File: src/schedule_window_relay_controller_core_macros.svh
// assertion macros for the schedule window relay controller
`ifndef SCHEDULE_WINDOW_RELAY_CONTROLLER_CORE_MACROS_SVH
`define SCHEDULE_WINDOW_RELAY_CONTROLLER_CORE_MACROS_SVH

`ifndef SYNTHESIS
// antecedent implies consequent in the same cycle
`define SWRC_ASSERT_SAME(lbl, clk, rst, ante, cons) \
  lbl: assert property (@(posedge clk) disable iff (rst) (ante) |-> (cons)) \
    else $error("swrc assertion failed");
// antecedent implies consequent in the next cycle
`define SWRC_ASSERT_NEXT(lbl, clk, rst, ante, cons) \
  lbl: assert property (@(posedge clk) disable iff (rst) (ante) |=> (cons)) \
    else $error("swrc assertion failed");
`else
`define SWRC_ASSERT_SAME(lbl, clk, rst, ante, cons)
`define SWRC_ASSERT_NEXT(lbl, clk, rst, ante, cons)
`endif

`endif

File: src/swrc_pkg.sv
// shared types and constants of the schedule window relay controller
package swrc_pkg;

  // item modes
  localparam logic [1:0] MODE_UPDATE  = 2'd0;
  localparam logic [1:0] MODE_ADVANCE = 2'd1;
  localparam logic [1:0] MODE_WINDOW  = 2'd2;

  // advance status codes
  localparam logic [1:0] ADV_SCHEDULED  = 2'd0;
  localparam logic [1:0] ADV_PLUS_HOUR  = 2'd1;
  localparam logic [1:0] ADV_NEXT_EVENT = 2'd2;
  localparam logic [1:0] ADV_RESERVED   = 2'd3;

  // appliance modes
  localparam logic [1:0] APPL_WATER_ONLY = 2'd0;
  localparam logic [1:0] APPL_WATER_HEAT = 2'd1;

  // configuration register indexes
  localparam logic CFG_APPLIANCE_MODE = 1'b0;
  localparam logic CFG_HOUR_LIMIT     = 1'b1;

  // configuration reset values
  localparam logic [1:0]  APPL_MODE_RESET  = APPL_WATER_HEAT;
  localparam logic [31:0] HOUR_LIMIT_RESET = 32'd3600000;

  // slot = hours * 10 + minutes / 10, minutes / 10 by reciprocal multiply
  localparam int         SLOT_W      = 9;
  localparam logic [7:0] DIV10_MUL   = 8'd205;
  localparam int         DIV10_SHIFT = 11;

  typedef struct packed {
    logic load;    // latch the input item, restart the scan
    logic rd_en;   // read the next window of the day
    logic commit;  // apply the item and load the result
  } swrc_cmd_t;

  typedef struct packed {
    logic scan_needed;  // update item with a day in range
    logic last_win;     // window counter is at the last window
  } swrc_status_t;

endpackage

File: src/schedule_window_relay_controller_core.sv
// top level of the schedule window relay controller
//
// use: a weekly table of switching windows drives heating and hot water relays
// input channel (in_valid / in_stall) carries one request per item:
//   mode 0 updates the relays for day/hours/minutes, mode 1 sets the advance
//   status, mode 2 writes one window (start/end slot) of a day
// output channel (out_valid / out_stall) returns one result per request:
//   relay states, advance_changed, now_in_window and advance_now
// an update request runs a window scan that reads one table entry per cycle from
//   the single read port of the schedule memory, then a drain and a commit
// other requests, and updates for a day out of range, skip the reads and go to commit
// one request is in flight at a time; in_stall is low only while idle
// a result sits in the output register while the receiver stalls; the next
//   request is still taken and runs up to its commit, which waits there until
//   the held result is taken
// reset (rst, synchronous) empties the schedule via per-entry valid bits,
//   opens all relays, clears the advance status and restores the registers:
//   appliance_mode 1, hour_limit_ms 3600000; no clearing pass is needed
// config writes (cfg_we, cfg_index, cfg_data) are taken at once; user must write only while idle, not enforced

module schedule_window_relay_controller_core
  import swrc_pkg::*;
#(
  parameter int WINDOWS_PER_DAY_P = 4,
  parameter int DAYS_PER_WEEK     = 7
) (
  input  logic        clk,
  input  logic        rst,
  // configuration port
  input  logic        cfg_we,
  input  logic        cfg_index,
  input  logic [31:0] cfg_data,
  // input channel
  input  logic        in_valid,
  output logic        in_stall,
  input  logic [1:0]  mode,
  input  logic [2:0]  day,
  input  logic [4:0]  hours,
  input  logic [5:0]  minutes,
  input  logic [31:0] elapsed_ms,
  input  logic [1:0]  advance_code,
  input  logic [1:0]  window_index,
  input  logic [7:0]  window_start,
  input  logic [7:0]  window_end,
  // output channel
  output logic        out_valid,
  input  logic        out_stall,
  output logic        heating_relay,
  output logic        water_relay,
  output logic        energised,
  output logic        advance_changed,
  output logic        now_in_window,
  output logic [1:0]  advance_now
);

  // command and status between the sequencer and the datapath
  swrc_cmd_t    cmd;
  swrc_status_t status;

  // sequencer: idle, window scan, drain of the last read, commit
  swrc_ctrl u_ctrl (
    .clk       (clk),
    .rst       (rst),
    .in_valid  (in_valid),
    .in_stall  (in_stall),
    .out_valid (out_valid),
    .out_stall (out_stall),
    .cmd       (cmd),
    .status    (status)
  );

  // datapath: schedule memory, slot compare, advance and relay state
  swrc_datapath #(
    .WINDOWS_PER_DAY_P (WINDOWS_PER_DAY_P),
    .DAYS_PER_WEEK     (DAYS_PER_WEEK)
  ) u_datapath (
    .clk             (clk),
    .rst             (rst),
    .cmd             (cmd),
    .status          (status),
    .cfg_we          (cfg_we),
    .cfg_index       (cfg_index),
    .cfg_data        (cfg_data),
    .mode            (mode),
    .day             (day),
    .hours           (hours),
    .minutes         (minutes),
    .elapsed_ms      (elapsed_ms),
    .advance_code    (advance_code),
    .window_index    (window_index),
    .window_start    (window_start),
    .window_end      (window_end),
    .heating_relay   (heating_relay),
    .water_relay     (water_relay),
    .energised       (energised),
    .advance_changed (advance_changed),
    .now_in_window   (now_in_window),
    .advance_now     (advance_now)
  );

endmodule

File: src/swrc_ctrl.sv
// controller state machine: sequences load, window scan and commit
`include "schedule_window_relay_controller_core_macros.svh"

module swrc_ctrl
  import swrc_pkg::*;
(
  input  logic         clk,
  input  logic         rst,
  input  logic         in_valid,
  output logic         in_stall,
  output logic         out_valid,
  input  logic         out_stall,
  output swrc_cmd_t    cmd,
  input  swrc_status_t status
);

  localparam logic [1:0] ST_IDLE   = 2'd0;
  localparam logic [1:0] ST_SCAN   = 2'd1;
  localparam logic [1:0] ST_DRAIN  = 2'd2;
  localparam logic [1:0] ST_COMMIT = 2'd3;

  logic [1:0] state_q, state_next;
  logic       out_valid_q;
  logic       out_free;

  assign out_free  = !out_valid_q || !out_stall;
  assign in_stall  = (state_q != ST_IDLE);
  assign out_valid = out_valid_q;

  always_comb begin
    state_next = state_q;
    cmd        = '0;
    case (state_q)
      ST_IDLE: begin
        if (in_valid) begin
          cmd.load   = 1'b1;
          state_next = ST_SCAN;
        end
      end
      ST_SCAN: begin
        if (!status.scan_needed) begin
          state_next = ST_COMMIT;
        end else begin
          cmd.rd_en = 1'b1;
          if (status.last_win) begin
            state_next = ST_DRAIN;
          end
        end
      end
      ST_DRAIN: begin
        // last compare lands this cycle
        state_next = ST_COMMIT;
      end
      ST_COMMIT: begin
        if (out_free) begin
          cmd.commit = 1'b1;
          state_next = ST_IDLE;
        end
      end
      default: begin
        state_next = ST_IDLE;
      end
    endcase
  end

  always_ff @(posedge clk) begin
    if (rst) begin
      state_q     <= ST_IDLE;
      out_valid_q <= 1'b0;
    end else begin
      state_q <= state_next;
      if (cmd.commit) begin
        out_valid_q <= 1'b1;
      end else if (!out_stall) begin
        out_valid_q <= 1'b0;
      end
    end
  end

  `SWRC_ASSERT_SAME(a_commit_needs_free_out, clk, rst, cmd.commit, !out_valid_q || !out_stall)
  `SWRC_ASSERT_NEXT(a_accept_starts_scan, clk, rst, in_valid && !in_stall, state_q == ST_SCAN)
  `SWRC_ASSERT_NEXT(a_drain_to_commit, clk, rst, state_q == ST_DRAIN, state_q == ST_COMMIT)

endmodule

File: src/swrc_datapath.sv
// datapath: item latch, schedule memory, window compare, advance and relay state
`include "schedule_window_relay_controller_core_macros.svh"

module swrc_datapath
  import swrc_pkg::*;
#(
  parameter int WINDOWS_PER_DAY_P = 4,
  parameter int DAYS_PER_WEEK     = 7
) (
  input  logic         clk,
  input  logic         rst,
  input  swrc_cmd_t    cmd,
  output swrc_status_t status,
  input  logic         cfg_we,
  input  logic         cfg_index,
  input  logic [31:0]  cfg_data,
  input  logic [1:0]   mode,
  input  logic [2:0]   day,
  input  logic [4:0]   hours,
  input  logic [5:0]   minutes,
  input  logic [31:0]  elapsed_ms,
  input  logic [1:0]   advance_code,
  input  logic [1:0]   window_index,
  input  logic [7:0]   window_start,
  input  logic [7:0]   window_end,
  output logic         heating_relay,
  output logic         water_relay,
  output logic         energised,
  output logic         advance_changed,
  output logic         now_in_window,
  output logic [1:0]   advance_now
);

  localparam int ENTRIES = DAYS_PER_WEEK * WINDOWS_PER_DAY_P;
  localparam int AW      = (ENTRIES > 1) ? $clog2(ENTRIES) : 1;
  localparam int WW      = (WINDOWS_PER_DAY_P > 1) ? $clog2(WINDOWS_PER_DAY_P) : 1;

  // latched item
  logic [1:0]  mode_q;
  logic [2:0]  day_q;
  logic [4:0]  hours_q;
  logic [5:0]  minutes_q;
  logic [31:0] elapsed_q;
  logic [1:0]  code_q;
  logic [1:0]  widx_q;
  logic [7:0]  wstart_q;
  logic [7:0]  wend_q;

  // configuration
  logic [1:0]  appl_mode_q;
  logic [31:0] hour_limit_q;

  // schedule memory, start slot in the upper byte
  logic [15:0]        mem [ENTRIES];
  logic [ENTRIES-1:0] valid_q;
  logic [15:0]        rd_data_q;
  logic               rd_vld_q;
  logic               cmp_pend_q;
  logic [WW-1:0]      win_q;
  logic               hit_q;

  // block state
  logic [1:0] adv_q, adv_next;
  logic       prev_q, prev_next;
  logic [2:0] relay_q, relay_next;  // heat, water, energised
  logic       changed_q, changed_next;

  logic            day_ok;
  logic            widx_ok;
  logic            wr_en;
  logic [AW-1:0]   wr_addr;
  logic [AW-1:0]   rd_addr;
  logic [13:0]     min_prod;
  logic [SLOT_W-1:0] slot;
  logic            win_match;
  logic            active;

  assign day_ok  = int'(day_q) < DAYS_PER_WEEK;
  assign widx_ok = int'(widx_q) < WINDOWS_PER_DAY_P;
  assign wr_addr = AW'(int'(day_q) * WINDOWS_PER_DAY_P + int'(widx_q));
  assign rd_addr = AW'(int'(day_q) * WINDOWS_PER_DAY_P + int'(win_q));
  assign wr_en   = cmd.commit && (mode_q == MODE_WINDOW) && day_ok && widx_ok;

  assign status.scan_needed = (mode_q == MODE_UPDATE) && day_ok;
  assign status.last_win    = (win_q == WW'(WINDOWS_PER_DAY_P - 1));

  // hours * 10 + minutes / 10, no wrap
  assign min_prod = 14'(minutes_q) * 14'(DIV10_MUL);
  assign slot     = (SLOT_W'(hours_q) << 3) + (SLOT_W'(hours_q) << 1)
                  + SLOT_W'(min_prod[DIV10_SHIFT +: 3]);

  // unwritten entries have a clear valid bit and never match
  assign win_match = rd_vld_q
                  && (slot >= SLOT_W'(rd_data_q[15:8]))
                  && (slot <  SLOT_W'(rd_data_q[7:0]));

  always_ff @(posedge clk) begin
    if (cmd.load) begin
      mode_q    <= mode;
      day_q     <= day;
      hours_q   <= hours;
      minutes_q <= minutes;
      elapsed_q <= elapsed_ms;
      code_q    <= advance_code;
      widx_q    <= window_index;
      wstart_q  <= window_start;
      wend_q    <= window_end;
    end
  end

  always_ff @(posedge clk) begin
    if (wr_en) begin
      mem[wr_addr] <= {wstart_q, wend_q};
    end
    if (cmd.rd_en) begin
      rd_data_q <= mem[rd_addr];
      rd_vld_q  <= valid_q[rd_addr];
    end
  end

  always_ff @(posedge clk) begin
    if (rst) begin
      valid_q      <= '0;
      cmp_pend_q   <= 1'b0;
      win_q        <= '0;
      hit_q        <= 1'b0;
      appl_mode_q  <= APPL_MODE_RESET;
      hour_limit_q <= HOUR_LIMIT_RESET;
      adv_q        <= ADV_SCHEDULED;
      prev_q       <= 1'b0;
      relay_q      <= 3'b000;
      changed_q    <= 1'b0;
    end else begin
      if (wr_en) begin
        valid_q[wr_addr] <= 1'b1;
      end
      cmp_pend_q <= cmd.rd_en;
      if (cmd.load) begin
        win_q <= '0;
        hit_q <= 1'b0;
      end else begin
        if (cmd.rd_en) begin
          win_q <= WW'(win_q + 1'b1);
        end
        if (cmp_pend_q && win_match) begin
          hit_q <= 1'b1;
        end
      end
      if (cfg_we) begin
        case (cfg_index)
          CFG_APPLIANCE_MODE: appl_mode_q  <= cfg_data[1:0];
          CFG_HOUR_LIMIT:     hour_limit_q <= cfg_data;
          default:            appl_mode_q  <= appl_mode_q;
        endcase
      end
      if (cmd.commit) begin
        adv_q     <= adv_next;
        prev_q    <= prev_next;
        relay_q   <= relay_next;
        changed_q <= changed_next;
      end
    end
  end

  always_comb begin
    adv_next     = adv_q;
    prev_next    = prev_q;
    relay_next   = relay_q;
    changed_next = 1'b0;
    active       = 1'b0;
    case (mode_q)
      MODE_UPDATE: begin
        // boundary crossing cancels any advance
        if (prev_q != hit_q) begin
          changed_next = (adv_q != ADV_SCHEDULED);
          adv_next     = ADV_SCHEDULED;
        end
        prev_next = hit_q;
        if ((adv_next == ADV_PLUS_HOUR) && (elapsed_q > hour_limit_q)) begin
          changed_next = 1'b1;
          adv_next     = ADV_SCHEDULED;
        end
        active = hit_q ^ (adv_next != ADV_SCHEDULED);
        case (appl_mode_q)
          APPL_WATER_ONLY: relay_next = {1'b0, active, active};
          APPL_WATER_HEAT: relay_next = {active, active, active};
          default:         relay_next = 3'b000;
        endcase
      end
      MODE_ADVANCE: begin
        if (code_q != ADV_RESERVED) begin
          adv_next = code_q;
        end
      end
      default: begin
        adv_next = adv_q;
      end
    endcase
  end

  assign heating_relay   = relay_q[2];
  assign water_relay     = relay_q[1];
  assign energised       = relay_q[0];
  assign advance_changed = changed_q;
  assign now_in_window   = prev_q;
  assign advance_now     = adv_q;

  `SWRC_ASSERT_SAME(a_compare_only_on_update, clk, rst, cmp_pend_q, mode_q == MODE_UPDATE && day_ok)
  `SWRC_ASSERT_SAME(a_adv_never_reserved, clk, rst, 1'b1, adv_q != ADV_RESERVED)
  `SWRC_ASSERT_SAME(a_changed_means_scheduled, clk, rst, changed_q, adv_q == ADV_SCHEDULED)

endmodule
File: config.mk
export PLATFORM = sky130hd
export DESIGN_NAME = schedule_window_relay_controller_core
export DESIGN_NICKNAME = d
export VERILOG_FILES = /design/src/swrc_pkg.sv /design/src/schedule_window_relay_controller_core.sv /design/src/swrc_ctrl.sv /design/src/swrc_datapath.sv
export VERILOG_INCLUDE_DIRS = /design/src /design/src/src
export SDC_FILE = /design/constraint.sdc
export NUM_CORES = 1
export LEC_CHECK = 0
export BUFFER_PORTS_ARGS = -buffer_cell sky130_fd_sc_hd__buf_2
export CORE_MARGIN = 5
export CORE_UTILIZATION = 40
export CTS_BUF_LIST = sky130_fd_sc_hd__clkbuf_16
export CTS_CLUSTER_SIZE = 14
export DETAILED_ROUTE_END_ITERATION = 10
export GPL_ROUTABILITY_DRIVEN = 0
export GPL_TIMING_DRIVEN = 1
export PLACE_DENSITY_LB_ADDON = 0.08
export SLEW_MARGIN = 20
export SYNTH_ARGS = -nofsm -noshare
export SYNTH_HDL_FRONTEND = slang
export SYNTH_HIERARCHICAL = 1
export SYNTH_SLANG_ARGS = --single-unit
File: constraint.sdc
create_clock -name clk -period 8.17 [get_ports clk]
set_input_delay 0.817 -clock clk [delete_from_list [all_inputs] [get_ports clk]]
set_output_delay 0.817 -clock clk [all_outputs]
set_load 0.005 [all_outputs]
==> impl_results.rst <==
.. list-table::
   :header-rows: 1

   * - Metric
     - Value
   * - Final worst path period share
     - 0.6719
   * - Minimum clock period
     - 5.489 ns
   * - Max-slew headroom at the worst pin
     - 0.2674
   * - DRC Markers
     - 0
   * - Hold Crit Class
     - primary input to register
   * - Final instance area
     - 0.02831 mm²
   * - Pin count of the biggest net entering global routing
     - 87
   * - Result of the run
     - finished, final reports clean
   * - Power share of the sequential group
     - 0.495
   * - Buffers added on ports
     - 114
   * - Post-CTS setup buffer count
     - 0
   * - Maxcap violations
     - 0
   * - Hold bufs inserted after CTS
     - 0
   * - Number of distinct standard cells referenced by the synthesized netlist
     - 61
   * - Clk_skew
     - 0.01983 ns
   * - Number of flops mapped to enable cells by yosys
     - 533
   * - Synthesized area
     - 0.02459 mm²
   * - Setup repair after global routing missed its margin
     - no
   * - Total number of vias
     - 13030
   * - Cell internal pwr
     - 5769 µW
   * - Aggregate global-route resource usage
     - 0.1744
   * - CTS tree
     - built
   * - Startpoint class of the critical path
     - register
   * - Clock network fraction of design power
     - 0.357
   * - Count of endpoints failing setup in the final report
     - 0
   * - Leakage power summed over all cells
     - 0.009678 µW
   * - Hold Fails Final Rpt
     - 0
   * - Signed area change from the synthesized netlist to the final layout
     - 15.13%
   * - Post-synthesis average cell area
     - 17.35 µm²
   * - Final total negative setup slack
     - 0 ns
   * - Top Ports
     - 115
   * - Commonest non-fill, non-tap cells in the layout
     - 533 x edfxtp_1, 120 x mux4_2, 114 x buf_2
   * - Starting density of the core
     - 0.4059
   * - Die H
     - 257.9 µm
   * - Drt first-iter violations
     - 1109
   * - Post-cts resize count
     - 0
   * - GRT Residual Overflow
     - 0
   * - Root buffer selected by CTS
     - clkbuf_16
   * - Die Outline Area
     - 0.06653 mm²
   * - Required time reported for the critical path endpoint
     - 8.69 ns
   * - Core region area
     - 0.06058 mm²
   * - Via count of the first global-routing pass
     - 13310
   * - Largest buffer count on any clock path
     - 3
   * - Maximum fanout along the worst path
     - 4
   * - Post-synthesis async set-or-reset flop share
     - 0
   * - Final HPWL from detailed placement
     - 36200 µm
   * - Clock buffers created by TritonCTS
     - 67
   * - Final non-filler cell total
     - 2409
   * - Total number of H-tree levels
     - 3
   * - Floorplan die width
     - 257.9 µm
   * - Clock sinks
     - 608
   * - Number of max-slew violations in the final report
     - 0
   * - Most common library cell in the layout ignoring fill and taps
     - edfxtp_1
   * - Minimum setup slack among reg-to-reg paths
     - 2.68 ns
   * - Critical Path End Type
     - register
   * - Inst Count DP
     - 2290
   * - Total routed wirelength
     - 58650 µm
   * - Switch share
     - 0.2648
   * - Post-synthesis cell count
     - 1417
   * - Post-layout utilization of the core
     - 0.4673
   * - Net Sw Power
     - 2078 µW
   * - Average wire per cell in the routed design
     - 24.34 µm
   * - YS warnings
     - 6
   * - Placed standard-cell area
     - 0.02626 mm²
   * - Layout net count
     - 1770
   * - Fraction of final layout cells sized beyond drive strength 1
     - 0.2535
   * - Synth Flop Type
     - edfxtp_1
   * - Slew of the pin with the lowest slew margin
     - 1.099 ns
   * - Peak supply drop
     - 0.1104 mV
   * - Number of nets with antenna violations after detailed routing
     - 0
   * - Seq cells post-synth
     - 608
   * - Crit path DAT
     - 6.01 ns
   * - Peak clock frequency supported by timing
     - 0.1822 GHz
   * - Drt first pass iters
     - 5
   * - Row cnt
     - 90
   * - Setup Crit Path Kind
     - register to register
   * - Initial antenna violation count
     - 3
   * - Relative contribution of combinational cells to total power
     - 0.149
   * - Clock transition at the registers of the reported paths
     - 0.06 ns
   * - Post-Syn Nets
     - 1610
   * - Global-route wire length before repair
     - 86640 µm
   * - Share of synthesized area occupied by flip-flops and latches
     - 0.7120
   * - PwrDens
     - 277.2 mW/mm²
   * - Clock latency on the worst-skew pair
     - 0.58 ns
   * - Post-DR vias/cell
     - 5.408
-- through the flow --
step                      total power (µW)  worst slack (ns)  hold WS, ns
after floorplan                       4665             3.131       0.4348
after global routing                  8243             2.237       0.3740
after CTS                             7963             2.653       0.3615
final                                 7847             2.681       0.4087
after global placement                5102             2.760       0.4441
after detailed placement              5134             2.688       0.4492
-- layout make-up --
| class | count | area [µm²] |
|---|---|---|
| diodes | 2 | 5.005 |
| clock buffers | 71 | 1777 |
| clock inverters | 46 | 260.3 |
| fillers | 5256 | 32270 |
| inverters | 68 | 255.2 |
| multi-input cells | 677 | 6629 |
| flip-flops and latches | 608 | 17510 |
| well taps | 782 | 978.4 |
| repair buffers | 155 | 890.9 |
-- state kept, by name (all words and copies together) (netlist names), 3 cells and up --
| signal | count |
|---|---|
| u_datapath/day_q | 3 |
| u_datapath/elapsed_q | 32 |
| u_datapath/hour_limit_q | 32 |
| u_datapath/hours_q | 5 |
| u_datapath/mem | 448 |
| u_datapath/minutes_q | 6 |
| u_datapath/rd_data_q | 16 |
| u_datapath/valid_q | 28 |
| u_datapath/wend_q | 8 |
| u_datapath/wstart_q | 8 |
-- final timing paths --
check                                                              start                                       end  depth (start not counted)
worst max-delay path                   u_datapath/minutes_q[4]$_DFFE_PP_             u_datapath/hit_q$_SDFFE_PP0P_                         24
worst min register to register  u_datapath/hour_limit_q[26]$_SDFFE_PP0P_  u_datapath/hour_limit_q[26]$_SDFFE_PP0P_                          2
worst min-delay path                                      elapsed_ms[23]        u_datapath/elapsed_q[23]$_DFFE_PP_                          1
worst max register to register         u_datapath/minutes_q[4]$_DFFE_PP_             u_datapath/hit_q$_SDFFE_PP0P_                         24
-- metal layers --
layer  part of all wire  global-route usage  vias up
li1                   -                   -     5854
met1               0.45              0.2492     6752
met2               0.48              0.2825      352
met3              0.052             0.02735       71
met4              0.018             0.04568        0
met5                  0                   0        -
-- critical path: stages (launching register included) --
cell,delay (ns)
edfxtp_1,0.41
inv_1,0.06
ha_1,0.28
inv_1,0.07
fa_1,0.44
fa_1,0.47
ha_1,0.32
a21o_1,0.18
a21o_1,0.17
a21oi_1,0.16
o21ai_0,0.19
a21oi_1,0.26
nor2b_1,0.08
xnor2_1,0.29
ha_1,0.29
a21o_1,0.15
a21oi_1,0.23
o21bai_1,0.09
a21oi_1,0.24
xnor2_1,0.19
ha_1,0.29
a21oi_1,0.14
o221ai_1,0.13
a21oi_1,0.18
a22o_1,0.15
-- synth_stat cells (all sizes together), types with 17 or more instances --
library cell    n  area share
buf            24      0.0057
inv            68       0.010
o21ai          17      0.0035
edfxtp        533        0.65
dfxtp          75       0.061
a21oi          68       0.014
nand3b         17      0.0052
mux4          120        0.11
nand2          88       0.013
nor2          104       0.016
ha             80       0.041
mux2i          21      0.0085
clkbuf         39      0.0060
-- cell families after synthesis --
logic type                 synth area share
AOI/OAI and AO/OA                   0.04300
xor gates and xnor gates           0.003918
adders and majority gates           0.04641
buffers and inverters               0.02239
DFF                                  0.7120
muxes                                0.1212
and+or+nand+nor                     0.05109
-- power by group through the flow --
stage	Clock (µW)	Sequential (µW)	Combinational [µW]
5_1_grt	3010	3910	1320
4_1_cts	2890	3890	1190
3_3_place_gp	0	3940	1160
6_report	2800	3880	1170
2_1_floorplan	0	3830	838
3_5_place_dp	0	3950	1180
No activity file was read; power rests on OpenSTA's default activity.
